[config.mk]
export PLATFORM = sky130hd
export DESIGN_NAME = address_region_table_fault_check
export DESIGN_NICKNAME = d
export VERILOG_FILES = /design/src/hdl/arfc_pkg.sv /design/src/hdl/address_region_table_fault_check.sv /design/src/hdl/arfc_mem.sv /design/src/hdl/arfc_check.sv
export SDC_FILE = /design/constraint.sdc
export NUM_CORES = 2
export LEC_CHECK = 0
export BUFFER_PORTS_ARGS = -buffer_cell sky130_fd_sc_hd__buf_2
export CAP_MARGIN = 25
export CORE_MARGIN = 2
export CORE_UTILIZATION = 27
export CTS_BUF_LIST = sky130_fd_sc_hd__clkbuf_2
export DETAILED_ROUTE_END_ITERATION = 10
export GPL_ROUTABILITY_DRIVEN = 0
export PLACE_DENSITY = 0.41
export SETUP_SLACK_MARGIN = 0.3
export SKIP_LAST_GASP = 1
export SYNTH_ARGS = -nofsm -noshare
export SYNTH_HDL_FRONTEND = slang
export SYNTH_SLANG_ARGS = --single-unit
export TNS_END_PERCENT = 50
[constraint.sdc]
create_clock -name clk -period 16.5 [get_ports clk]
set_input_delay 1.65 -clock clk [delete_from_list [all_inputs] [get_ports clk]]
set_output_delay 1.65 -clock clk [all_outputs]
set_load 0.03 [all_outputs]
[src/hdl/arfc_pkg.sv]
`default_nettype none

package arfc_pkg;

  // item kinds
  typedef enum logic [1:0] {
    KIND_INSERT = 2'd0,
    KIND_FAULT  = 2'd1,
    KIND_CLEAR  = 2'd2,
    KIND_NONE   = 2'd3
  } kind_t;

  // result status codes
  typedef enum logic [2:0] {
    ST_OK           = 3'd0,
    ST_NO_REGION    = 3'd1,
    ST_WRITE_DENIED = 3'd2,
    ST_READ_PRESENT = 3'd3,
    ST_READ_DENIED  = 3'd4,
    ST_BAD_RANGE    = 3'd5,
    ST_FULL         = 3'd6
  } status_t;

  // region flag bits
  localparam int RIGHT_READ_BIT  = 0;
  localparam int RIGHT_WRITE_BIT = 1;
  localparam int RIGHT_EXEC_BIT  = 2;

  // access code bits and the plain read of a present page
  localparam int              ACC_WRITE_BIT    = 1;
  localparam logic [1:0]      ACC_READ_PRESENT = 2'b01;

  // page permission bits
  localparam logic [2:0] PERM_WRITE = 3'h2;
  localparam logic [2:0] PERM_USER  = 3'h4;

  // one stored region
  typedef struct packed {
    logic [31:0] base;
    logic [31:0] limit;
    logic [2:0]  rights;
  } arfc_entry_t;

  // outcome of the access check
  typedef struct packed {
    status_t    status;
    logic [2:0] perm;
  } arfc_verdict_t;

endpackage

`default_nettype wire

[src/hdl/address_region_table_fault_check.sv]
`default_nettype none

// Sorted table of non-overlapping address regions with a page-fault check.
// Input: an item is transferred at a rising edge with start high and busy low.
// kind 0 inserts a region, 1 looks up a fault address, 2 clears the table.
// Output: one result per item, shown for one cycle with out_valid high; the
// receiver cannot stall, so the result is always taken in that cycle.
// Regions live in one memory with a registered read; lookup and
// insert scan it one entry per cycle from the lowest base upwards.
// Clear, unused kind and an empty or reversed insert give their result in the
// cycle after the transfer. An insert scans up to its sorted place p, then
// moves the used-p entries above it up one place at one entry per cycle and
// writes the new one.
// busy stays high while a lookup or insert scans or shifts; the next item may be
// transferred in the cycle in which the result is shown.
// Reset empties the table and zeroes the fault count; no memory sweep needed.
module address_region_table_fault_check #(
  parameter int MAX_REGIONS = 16,
  parameter int PAGE_SHIFT  = 12
) (
  input  wire logic        clk,
  input  wire logic        rst_n,
  input  wire logic        start,
  output logic             busy,
  input  wire logic [1:0]  in_kind,
  input  wire logic [31:0] in_region_base,
  input  wire logic [31:0] in_region_limit,
  input  wire logic [2:0]  in_region_rights,
  input  wire logic [31:0] in_fault_address,
  input  wire logic [1:0]  in_access_code,
  output logic             out_valid,
  output logic [2:0]       out_status,
  output logic [3:0]       out_hit_index,
  output logic [31:0]      out_hit_base,
  output logic [31:0]      out_hit_limit,
  output logic [2:0]       out_hit_rights,
  output logic [31:0]      out_page_base,
  output logic [2:0]       out_page_perm,
  output logic [4:0]       out_entries_used,
  output logic [31:0]      out_faults_seen
);
  import arfc_pkg::*;

  localparam int IW = (MAX_REGIONS > 1) ? $clog2(MAX_REGIONS) : 1;
  localparam int CW = $clog2(MAX_REGIONS + 1);
  localparam logic [31:0] PAGE_MASK = ~((32'd1 << PAGE_SHIFT) - 32'd1);

  typedef enum logic [2:0] {
    S_IDLE  = 3'b001,
    S_SCAN  = 3'b010,
    S_SHIFT = 3'b100
  } state_t;

  state_t        state_r, state_nxt;
  kind_t         kind_r;
  logic [31:0]   base_r, limit_r, addr_r;
  logic [2:0]    rights_r;
  logic [1:0]    code_r;
  logic [CW-1:0] used_r, used_nxt;
  logic [31:0]   faults_r, faults_nxt;
  logic [CW-1:0] cnt_r, cnt_nxt;
  logic          rd_vld_r, rd_vld_nxt;
  logic [CW-1:0] rd_tag_r, rd_tag_nxt;
  logic [CW-1:0] pos_r, pos_nxt;
  logic [31:0]   prev_end_r, prev_end_nxt;
  logic          have_prev_r, have_prev_nxt;

  logic          accept;
  logic          mem_we, mem_re;
  logic [IW-1:0] mem_waddr, mem_raddr;
  arfc_entry_t   mem_wdata, mem_rdata;
  arfc_verdict_t verdict;

  logic [CW-1:0] cnt_dec, tag_inc, ins_pos;
  logic          hit_ins, hit_flt, stop, exhausted, overlap;

  // result being formed
  logic          res_fire;
  status_t       res_status;
  logic [CW-1:0] res_index;
  logic [31:0]   res_base, res_limit, res_page;
  logic [2:0]    res_rights, res_perm;
  logic [31:0]   res_index_ext, res_used_ext;

  logic          out_valid_r;
  logic [2:0]    out_status_r, out_hit_rights_r, out_page_perm_r;
  logic [3:0]    out_hit_index_r;
  logic [31:0]   out_hit_base_r, out_hit_limit_r, out_page_base_r, out_faults_seen_r;
  logic [4:0]    out_entries_used_r;

  assign busy   = (state_r != S_IDLE);
  assign accept = start && !busy;

  arfc_mem #(
    .DEPTH (MAX_REGIONS),
    .IW    (IW)
  ) u_mem (
    .clk   (clk),
    .we    (mem_we),
    .waddr (mem_waddr),
    .wdata (mem_wdata),
    .re    (mem_re),
    .raddr (mem_raddr),
    .rdata (mem_rdata)
  );

  arfc_check u_check (
    .rights  (mem_rdata.rights),
    .code    (code_r),
    .verdict (verdict)
  );

  // scan compares on the entry just read
  assign cnt_dec   = cnt_r - CW'(1);
  assign tag_inc   = rd_tag_r + CW'(1);
  assign hit_ins   = rd_vld_r && (mem_rdata.base > base_r);
  assign hit_flt   = rd_vld_r && (mem_rdata.base <= addr_r) && (addr_r < mem_rdata.limit);
  assign stop      = (kind_r == KIND_INSERT) ? hit_ins : hit_flt;
  assign exhausted = !rd_vld_r && (cnt_r == used_r);
  assign ins_pos   = stop ? rd_tag_r : used_r;
  assign overlap   = (have_prev_r && (prev_end_r > base_r)) ||
                     (stop && (limit_r > mem_rdata.base));

  // sequencer: scan, shift up, place
  always_comb begin
    state_nxt     = state_r;
    used_nxt      = used_r;
    faults_nxt    = faults_r;
    cnt_nxt       = cnt_r;
    pos_nxt       = pos_r;
    prev_end_nxt  = prev_end_r;
    have_prev_nxt = have_prev_r;
    mem_re        = 1'b0;
    mem_raddr     = cnt_r[IW-1:0];
    mem_we        = 1'b0;
    mem_waddr     = tag_inc[IW-1:0];
    mem_wdata     = mem_rdata;
    res_fire      = 1'b0;
    res_status    = ST_OK;
    res_index     = '0;
    res_base      = '0;
    res_limit     = '0;
    res_rights    = '0;
    res_page      = '0;
    res_perm      = '0;

    case (state_r)
      S_IDLE: begin
        if (accept) begin
          cnt_nxt       = '0;
          have_prev_nxt = 1'b0;
          case (kind_t'(in_kind))
            KIND_INSERT: begin
              if (in_region_base >= in_region_limit) begin
                res_fire   = 1'b1;
                res_status = ST_BAD_RANGE;
              end else begin
                state_nxt = S_SCAN;
              end
            end
            KIND_FAULT: begin
              faults_nxt = faults_r + 32'd1;
              state_nxt  = S_SCAN;
            end
            KIND_CLEAR: begin
              used_nxt = '0;
              res_fire = 1'b1;
            end
            default: begin
              res_fire = 1'b1;
            end
          endcase
        end
      end

      S_SCAN: begin
        // issue the next read while the scan goes on
        if ((cnt_r < used_r) && !stop) begin
          mem_re  = 1'b1;
          cnt_nxt = cnt_r + CW'(1);
        end
        // remember the last region that starts at or below the new base
        if ((kind_r == KIND_INSERT) && rd_vld_r && !hit_ins) begin
          prev_end_nxt  = mem_rdata.limit;
          have_prev_nxt = 1'b1;
        end
        if (stop || exhausted) begin
          state_nxt = S_IDLE;
          if (kind_r == KIND_FAULT) begin
            res_fire = 1'b1;
            if (stop) begin
              res_status = verdict.status;
              res_index  = rd_tag_r;
              res_base   = mem_rdata.base;
              res_limit  = mem_rdata.limit;
              res_rights = mem_rdata.rights;
              if (verdict.status == ST_OK) begin
                res_page = addr_r & PAGE_MASK;
                res_perm = verdict.perm;
              end
            end else begin
              res_status = ST_NO_REGION;
            end
          end else begin
            res_index = ins_pos;
            if (overlap) begin
              res_fire   = 1'b1;
              res_status = ST_BAD_RANGE;
            end else if (used_r == CW'(MAX_REGIONS)) begin
              res_fire   = 1'b1;
              res_status = ST_FULL;
            end else begin
              state_nxt = S_SHIFT;
              pos_nxt   = ins_pos;
              cnt_nxt   = used_r;
            end
          end
        end
      end

      S_SHIFT: begin
        // read downwards, write each entry one place up in the next cycle
        if (cnt_r > pos_r) begin
          mem_re    = 1'b1;
          mem_raddr = cnt_dec[IW-1:0];
          cnt_nxt   = cnt_dec;
        end
        if (rd_vld_r) begin
          mem_we = 1'b1;
        end else if (cnt_r == pos_r) begin
          mem_we           = 1'b1;
          mem_waddr        = pos_r[IW-1:0];
          mem_wdata.base   = base_r;
          mem_wdata.limit  = limit_r;
          mem_wdata.rights = rights_r;
          used_nxt         = used_r + CW'(1);
          res_fire         = 1'b1;
          res_status       = ST_OK;
          res_index        = pos_r;
          res_base         = base_r;
          res_limit        = limit_r;
          res_rights       = rights_r;
          state_nxt        = S_IDLE;
        end
      end

      default: begin
        state_nxt = S_IDLE;
      end
    endcase
  end

  assign rd_vld_nxt    = mem_re;
  assign rd_tag_nxt    = CW'(mem_raddr);
  assign res_index_ext = 32'(res_index);
  assign res_used_ext  = 32'(used_nxt);

  // control state
  always_ff @(posedge clk) begin
    if (!rst_n) begin
      state_r     <= S_IDLE;
      used_r      <= '0;
      faults_r    <= '0;
      rd_vld_r    <= 1'b0;
      out_valid_r <= 1'b0;
    end else begin
      state_r     <= state_nxt;
      used_r      <= used_nxt;
      faults_r    <= faults_nxt;
      rd_vld_r    <= rd_vld_nxt;
      out_valid_r <= res_fire;
    end
  end

  // item fields and scan bookkeeping
  always_ff @(posedge clk) begin
    if (accept) begin
      kind_r   <= kind_t'(in_kind);
      base_r   <= in_region_base;
      limit_r  <= in_region_limit;
      rights_r <= in_region_rights;
      addr_r   <= in_fault_address;
      code_r   <= in_access_code;
    end
    cnt_r       <= cnt_nxt;
    rd_tag_r    <= rd_tag_nxt;
    pos_r       <= pos_nxt;
    prev_end_r  <= prev_end_nxt;
    have_prev_r <= have_prev_nxt;
  end

  // result register
  always_ff @(posedge clk) begin
    if (res_fire) begin
      out_status_r       <= res_status;
      out_hit_index_r    <= res_index_ext[3:0];
      out_hit_base_r     <= res_base;
      out_hit_limit_r    <= res_limit;
      out_hit_rights_r   <= res_rights;
      out_page_base_r    <= res_page;
      out_page_perm_r    <= res_perm;
      out_entries_used_r <= res_used_ext[4:0];
      out_faults_seen_r  <= faults_nxt;
    end
  end

  assign out_valid        = out_valid_r;
  assign out_status       = out_status_r;
  assign out_hit_index    = out_hit_index_r;
  assign out_hit_base     = out_hit_base_r;
  assign out_hit_limit    = out_hit_limit_r;
  assign out_hit_rights   = out_hit_rights_r;
  assign out_page_base    = out_page_base_r;
  assign out_page_perm    = out_page_perm_r;
  assign out_entries_used = out_entries_used_r;
  assign out_faults_seen  = out_faults_seen_r;

endmodule

`default_nettype wire

[src/hdl/arfc_mem.sv]
`default_nettype none

module arfc_mem #(
  parameter int DEPTH = 16,
  parameter int IW    = 4
) (
  input  wire logic                 clk,
  input  wire logic                 we,
  input  wire logic [IW-1:0]        waddr,
  input  wire arfc_pkg::arfc_entry_t wdata,
  input  wire logic                 re,
  input  wire logic [IW-1:0]        raddr,
  output arfc_pkg::arfc_entry_t     rdata
);
  import arfc_pkg::*;

  arfc_entry_t mem [DEPTH];
  arfc_entry_t rdata_r;

  // write port
  always_ff @(posedge clk) begin
    if (we) begin
      mem[waddr] <= wdata;
    end
  end

  // registered read port
  always_ff @(posedge clk) begin
    if (re) begin
      rdata_r <= mem[raddr];
    end
  end

  assign rdata = rdata_r;

endmodule

`default_nettype wire

[src/hdl/arfc_check.sv]
`default_nettype none

module arfc_check (
  input  wire logic [2:0]          rights,
  input  wire logic [1:0]          code,
  output arfc_pkg::arfc_verdict_t  verdict
);
  import arfc_pkg::*;

  // classify the access against the region flags
  always_comb begin
    verdict.perm = PERM_USER | (rights[RIGHT_WRITE_BIT] ? PERM_WRITE : 3'h0);
    if (code[ACC_WRITE_BIT]) begin
      verdict.status = rights[RIGHT_WRITE_BIT] ? ST_OK : ST_WRITE_DENIED;
    end else if (code == ACC_READ_PRESENT) begin
      verdict.status = ST_READ_PRESENT;
    end else if (rights[RIGHT_READ_BIT] || rights[RIGHT_EXEC_BIT]) begin
      verdict.status = ST_OK;
    end else begin
      verdict.status = ST_READ_DENIED;
    end
  end

endmodule

`default_nettype wire
### After elaboration in Yosys (flattened, before gate mapping)

Memory sizes are Yosys's and may differ from the RTL's. A register that Yosys moved wholly into a read port is not among the register bits.
Index checks and enable logic that the tools add are counted.

| cells by class | value |
|---|---|
| add/subtract/negate cells | 5 |
| magnitude comparators | 8 |
| reduce and logical (&&, ||, !) cells | 29 |
| mux-type cells | 95 |
| bitwise operators | 3 |
| equality and inequality tests | 19 |

Operator list:

| cell | count |
|---|---|
| two-way mux 32 bit | 13 |
| two-way mux 67 bit | 3 |
| case mux 32 bit (2 select lines) | 2 |
| > comparator 32 bit | 3 |
| two-way mux 3 bit | 25 |
| two-way mux 5 bit | 12 |
| two-way mux 4 bit | 10 |
| adder 32 x 1 -> 32 bit (second input constant) | 1 |
| greater-or-equal comparator 32 bit | 1 |
| less-or-equal comparator 32 bit | 1 |
| less-than comparator 32 bit | 1 |
| case mux 3 bit (2 select lines) | 3 |
| two-way mux 1 bit | 17 |
| case mux 5 bit (3 select lines) | 1 |
| != test 2 bit (second input constant) | 6 |
| adder 5 x 1 -> 5 bit (second input constant) | 2 |
| == test 5 bit | 2 |
| logical AND 1 bit | 10 |
| case mux 5 bit (2 select lines) | 1 |
| AND reduction 5 bit | 2 |
| case mux 3 bit (3 select lines) | 1 |
| case mux 4 bit (2 select lines) | 1 |
| == test 2 x 1 -> 1 bit (second input constant) | 3 |
| != test 3 x 1 -> 1 bit (second input constant) | 2 |
| 24 further kinds | 36 |

| word-level totals | value |
|---|---|
| memories kept | 1 |
| output and inout port bits | 148 |
| word-level logic and storage cells | 187 |
| input port bits | 106 |
| bits in registers | 338 |
| memory bits (writable) | 1072 |

Memories:

| memory | depth | bits a word | rd ports | clocked after memory_dff | write ports | line | RTL |
|---|---|---|---|---|---|---|---|
| u_mem.mem | 16 | 67 | 1 | 1 | 1 | arfc_mem.sv:17 | `arfc_entry_t mem [DEPTH];` |

### Depth between registers and ports, before layout

| logic depth | value |
|---|---|
| depth in word-level cells | 12 |
| gate-level depth with buffers | 17 |
| gate-level depth less buffers | 12 |

### By module

A second synthesis with hierarchy kept.

| second synthesis, totals | value |
|---|---|
| cells, all modules | 3360 |
| area, all modules | 59652.2 um^2 |

Modules (own cells, without submodules):

| module | instances | area an instance (um^2) | seq. area each (um^2) | cells each |
|---|---|---|---|---|
| arfc_mem | 1 | 42075.4 | 34202.8 | 1724 |
| address_region_table_fault_check | 1 | 17516.8 | 9328.9 | 1627 |
| arfc_check | 1 | 60.1 | 0.0 | 9 |

### Worst setup path after synthesis

Ideal clock, no wire load.

| timing | value |
|---|---|
| path type | reg2reg |
| start | reg addr_r[30] |
| end | reg out_entries_used_r[0], in the netlist out_entries_used[0] (enable) |
| cell stages (with the launch flop) | 11 |
| path buffers | 1 |
| clock period less this slack | 12.674 ns |
| arrival time | 11.865 ns |
| setup time | 0.809 ns |
| data required time | 15.691 ns |
| slack | 3.826 ns |
| cells stage by stage | edfxtp_1 ha_1 a21oi_1 nand2_1 a211o_1 or4_4 a211oi_4 a21oi_2 clkbuf_1 o22a_1 o21ai_0 |

| between the ends | value |
|---|---|
| word-level cells in the longest chain between the ends | 10 |
| elaborated cells on any way between the ends | 12 |
| classes of those cells | 2 x order compare; 5 x mux; 5 x reduce/logical |

RTL lines:

| item | line | RTL |
|---|---|---|
| start: declaration | address_region_table_fault_check.sv:56 | `logic [31:0] base_r, limit_r, addr_r;` |
| start signal: assignment | address_region_table_fault_check.sv:282 | `addr_r <= in_fault_address;` |
| less-or-equal comparator 32 bit | address_region_table_fault_check.sv:117 | `assign hit_flt = rd_vld_r && (mem_rdata.base <= addr_r) && (addr_r < mem_rdata.limit);` |
| logical AND 1 bit | address_region_table_fault_check.sv:117 |  |
| logical AND 1 bit (*) | address_region_table_fault_check.sv:117 |  |
| two-way mux 1 bit (*) | address_region_table_fault_check.sv:118 | `assign stop = (kind_r == KIND_INSERT) ? hit_ins : hit_flt;` |
| logical AND 1 bit | address_region_table_fault_check.sv:122 | `(stop && (limit_r > mem_rdata.base));` |
| logical OR 1 bit | address_region_table_fault_check.sv:121 | `assign overlap = (have_prev_r && (prev_end_r > base_r)) \|\|` |
| two-way mux 1 bit | address_region_table_fault_check.sv:206 | `if (overlap) begin` |
| two-way mux 1 bit | address_region_table_fault_check.sv:189 | `if (kind_r == KIND_FAULT) begin` |
| two-way mux 1 bit (*) | address_region_table_fault_check.sv:187 | `if (stop \|\| exhausted) begin` |
| case mux 1 bit (3 select lines) (*) | address_region_table_fault_check.sv:147 | `case (state_r)` |
| net res_fire | address_region_table_fault_check.sv:78 | `logic res_fire;` |
| end signal: assignment | address_region_table_fault_check.sv:302 | `out_entries_used_r <= res_used_ext[4:0];` |
| end: declaration | address_region_table_fault_check.sv:89 | `logic [4:0] out_entries_used_r;` |

The timed path passes the listed nets; every way through them passes the cells marked *.
A chain may end at the register's enable or synchronous reset.

### Worst setup path after layout

| timing | value |
|---|---|
| start | reg cnt_r[1] |
| end | reg, netlist name u_mem.rdata[12] |

| between the ends | value |
|---|---|
| word-level cells in the longest chain between the ends | 4 |
| elaborated cells on any way between the ends | 9 |
| classes of those cells | 1 x add/sub; 2 x order compare; 5 x mux; 1 x reduce/logical |

RTL lines:

| item | line | RTL |
|---|---|---|
| start: declaration | address_region_table_fault_check.sv:61 | `logic [CW-1:0] cnt_r, cnt_nxt;` |
| start signal: assignment | address_region_table_fault_check.sv:285 | `cnt_r <= cnt_nxt;` |
| less-than comparator 5 bit | address_region_table_fault_check.sv:178 | `if ((cnt_r < used_r) && !stop) begin` |
| logical AND 1 bit | address_region_table_fault_check.sv:178 |  |
| two-way mux 1 bit | address_region_table_fault_check.sv:178 |  |
| case mux 1 bit (2 select lines) | address_region_table_fault_check.sv:147 |  |

Several ways; a longest one is shown, not always the timed one.

==> results by group <==
Synthesis
  • Yosys reg bits: around 1500
  • Adder and majority gate portion of the synthesized area: 0.0393
  • Synth area leaders: edfxtp_1, o211ai_1, ha_1
  • EDFF count, synth: 1418
  • Post-Syn Instances: around 4900
  • Post-synthesis compound-gate area fraction: 0.127
  • Post-synthesis mux area share: 0.0468
  • Largest family of logic cells by synthesized area: compound AO/OA/AOI/OAI gates
  • Post-Synth Simple-Gate Area: 0.0893
  • Synthesized cell area: around 66000 µm²
  • Top-area cell type share of the netlist area: 0.646
  • Most used DFF post-synth: edfxtp_1
  • YS warnings: 0
  • Yosys cell types: 81
  • Syn_area_per_cell: 13.4 µm²
  • Post-synthesis async set-or-reset flop share: 0
  • Largest area contributor in the netlist: edfxtp_1
  • Synth Area in XOR/XNOR: 0.00573
  • Seq/Total Area, Yosys: 0.660

Timing
  • Rel. slew slack: 0.0742
  • Final setup violation count: 0
  • Worst slew pin tran: 1.39 ns
  • RSZ-0062 raised after global routing: no
  • Minimum clock period: between 6 and 7 ns
  • Worst Skew: about 0.26 ns
  • Setup_tns: 0 ns
  • Worst hold margin: just under 0.3 ns
  • Peak Freq: approximately 160 MHz
  • Period utilisation layout: 0.373
  • Final hold viol count: 0
  • Slew Viols, Final: 0

Route
  • Initial drt markers: 3916
  • DR vias/cell: between 5 and 6
  • WL/cell: between 20 and 30 µm
  • WL final: ~240000 µm
  • Final ANT Viol Nets: 0
  • DR pass1 iterations: 5
  • Routed via count: roughly 46000
  • Drt drc: 0

CTS
  • Num Clock Sinks: between 1000 and 1500
  • Total CTS buffers: ~400
  • Worst skew pair latency: slightly below 2 ns
  • CTS tree: built
  • # H-tree levels: 5
  • Clock root cell: clkbuf_2
  • Deepest clock path buffer count: 4
  • CTS clk-pin slew, worst paths: 0.11 ns
  • Post_cts resized: 0

Hold path
  • Hold Crit Class: in -> reg

Global routing
  • Gr ovfl total: 0
  • First-pass GRT wire length: 342000 µm
  • Initial antenna violation count: 13
  • Vias in the first global route: around 46000
  • Largest net degree at the start of global routing: 213
  • Tot GR Track Use: 0.192

Setup path
  • Worst endpoint required time: around 18 ns
  • Crit path kind: reg -> reg
  • WP data arrival: roughly 7.6 ns
  • Crit path launch type: flip-flop
  • Setup crit end kind: flip-flop
  • Reg2Reg Setup Slack: between 10 and 15 ns
  • Worst-path maximum fanout: 88

Place
  • Port Buffer Count: 240
  • Post-DP HPWL: approximately 150000 µm

Die
  • Die Wd: approximately 500 µm
  • Initial core utilization: 0.271
  • Core area: around 240000 µm²
  • I/O pin count: 254
  • FP Rows: around 180
  • Die ar.: ~250000 µm²
  • Die Span Y: 498 µm

Cells and area
  • Share of layout cells above drive strength 1: 0.207
  • Final net count: 5807
  • Area grow syn2layout: 15.0%
  • Most common cell after layout, fill and taps aside: edfxtp_1
  • Most frequent cells in the layout: edfxtp_1, clkbuf_2, nand2_1

Run
  • Max-cap violations: 0

Pwr
  • Maximum VDD drop: just under 0.00008 V
  • Pleak: 26.6 nW
  • PwrDens: between 90 and 100 nW/µm²

Status
  • Status: completed
==> per-layer routing <==
metal	part of all wire	up-vias	track usage
li1	-	20400	-
met1	0.43	23300	0.251
met2	0.48	1749	0.319
met3	0.056	407	0.0325
met4	0.034	6	0.0716
met5	0.00017	-	0
==> critical path, stage by stage (launching register included) <==
cell and delay [ns]:
edfxtp_1 0.34, buf_4 0.60, ha_1 0.36, and3_1 0.14, nand3_1 0.18, o21a_1 0.34
o2111ai_1 0.28, xor2_4 0.24, buf_4 0.39, inv_8 0.64, buf_4 0.65, buf_4 0.60
o211ai_1 0.16, a21oi_1 0.19, a31oi_1 0.06, and3_1 0.25
==> logic make-up after synthesis <==
family | count (synthesis)
flip-flops | 1464
XOR/XNOR | 41
buffers and inverters | 518
AO/OA/AOI/OAI | 1229
AND/OR/NAND/NOR | 1172
other | 1
adder cells (fa/ha/maj) | 207
multiplexers | 277
==> report_power, final <==
group / total (W) / switching (W) / leakage, nW / internal [W]
combinational: 0.000792 / 0.000525 / 10.7 / 0.000267
clock: 0.00257 / 0.00157 / 2.65 / 0.00100
sequential: 0.00414 / 0.0000536 / 13.3 / 0.00409
total: 0.00751 / 0.00215 / 26.6 / 0.00536
==> synth_stat cells, types with 68 or more instances <==
library cell  number
edfxtp_1        1418
nand2_1          486
o211ai_1         384
clkbuf_1         253
mux2i_1          250
a21oi_1          213
ha_1             207
inv_1            185
o21ai_0          147
or2_2            107
nand2b_1          96
nor2_1            91
a31oi_1           89
o31ai_1           71
o22ai_1           68
==> cell type report <==
type	count	area (µm²)
fillers	24600	167000
flip-flops and latches	1464	43500
multi-input cells	2939	20700
well taps	3202	4010
repair buffers	497	3490
clock buffers	574	2870
inverters	189	724
clock inverters	101	541
diodes	8	20.0
==> through the flow <==
step / worst slack, ns / total power, W / area [µm²] / std cells / utilization
3_3_place_gp: 10.08 / 0.00500 / 71300 / 8176 / 0.293
6_report: 10.34 / 0.00751 / 75900 / 8974 / 0.312
2_1_floorplan: 3.83 / 0.00470 / 66000 / 4921 / -
5_1_grt: 9.95 / 0.00788 / 75800 / 8968 / 0.312
3_5_place_dp: 10.02 / 0.00500 / 71400 / 8187 / 0.294
4_1_cts: 10.33 / 0.00763 / 75800 / 8966 / 0.312
==> path summary, 6_finish.rpt <==
| check | to | startpoint | cells past startpoint |
|---|---|---|---|
| max | u_mem.rdata[12] | cnt_r[1] | 15 |
| min | state_r[0] | rst_n | 2 |
| max reg2reg | u_mem.rdata[12] | cnt_r[1] | 15 |
| min reg2reg | prev_end_r[29] | u_mem.rdata[32] | 0 |
==> registers in the layout, indices dropped and copies added (netlist names), 20 cells and up <==
name	flops
u_mem.mem	1072
faults_r	32
out_hit_base	32
addr_r	32
out_hit_limit	32
u_mem.rdata	67
limit_r	32
out_page_base	20
prev_end_r	32
base_r	32
out_faults_seen	32
==> timing repair <==
item	CTS	global route
hold buffers	104	0
hold endpoints to repair	106	0
buffers inserted	0	0
Power figures use the tool's default switching activity.
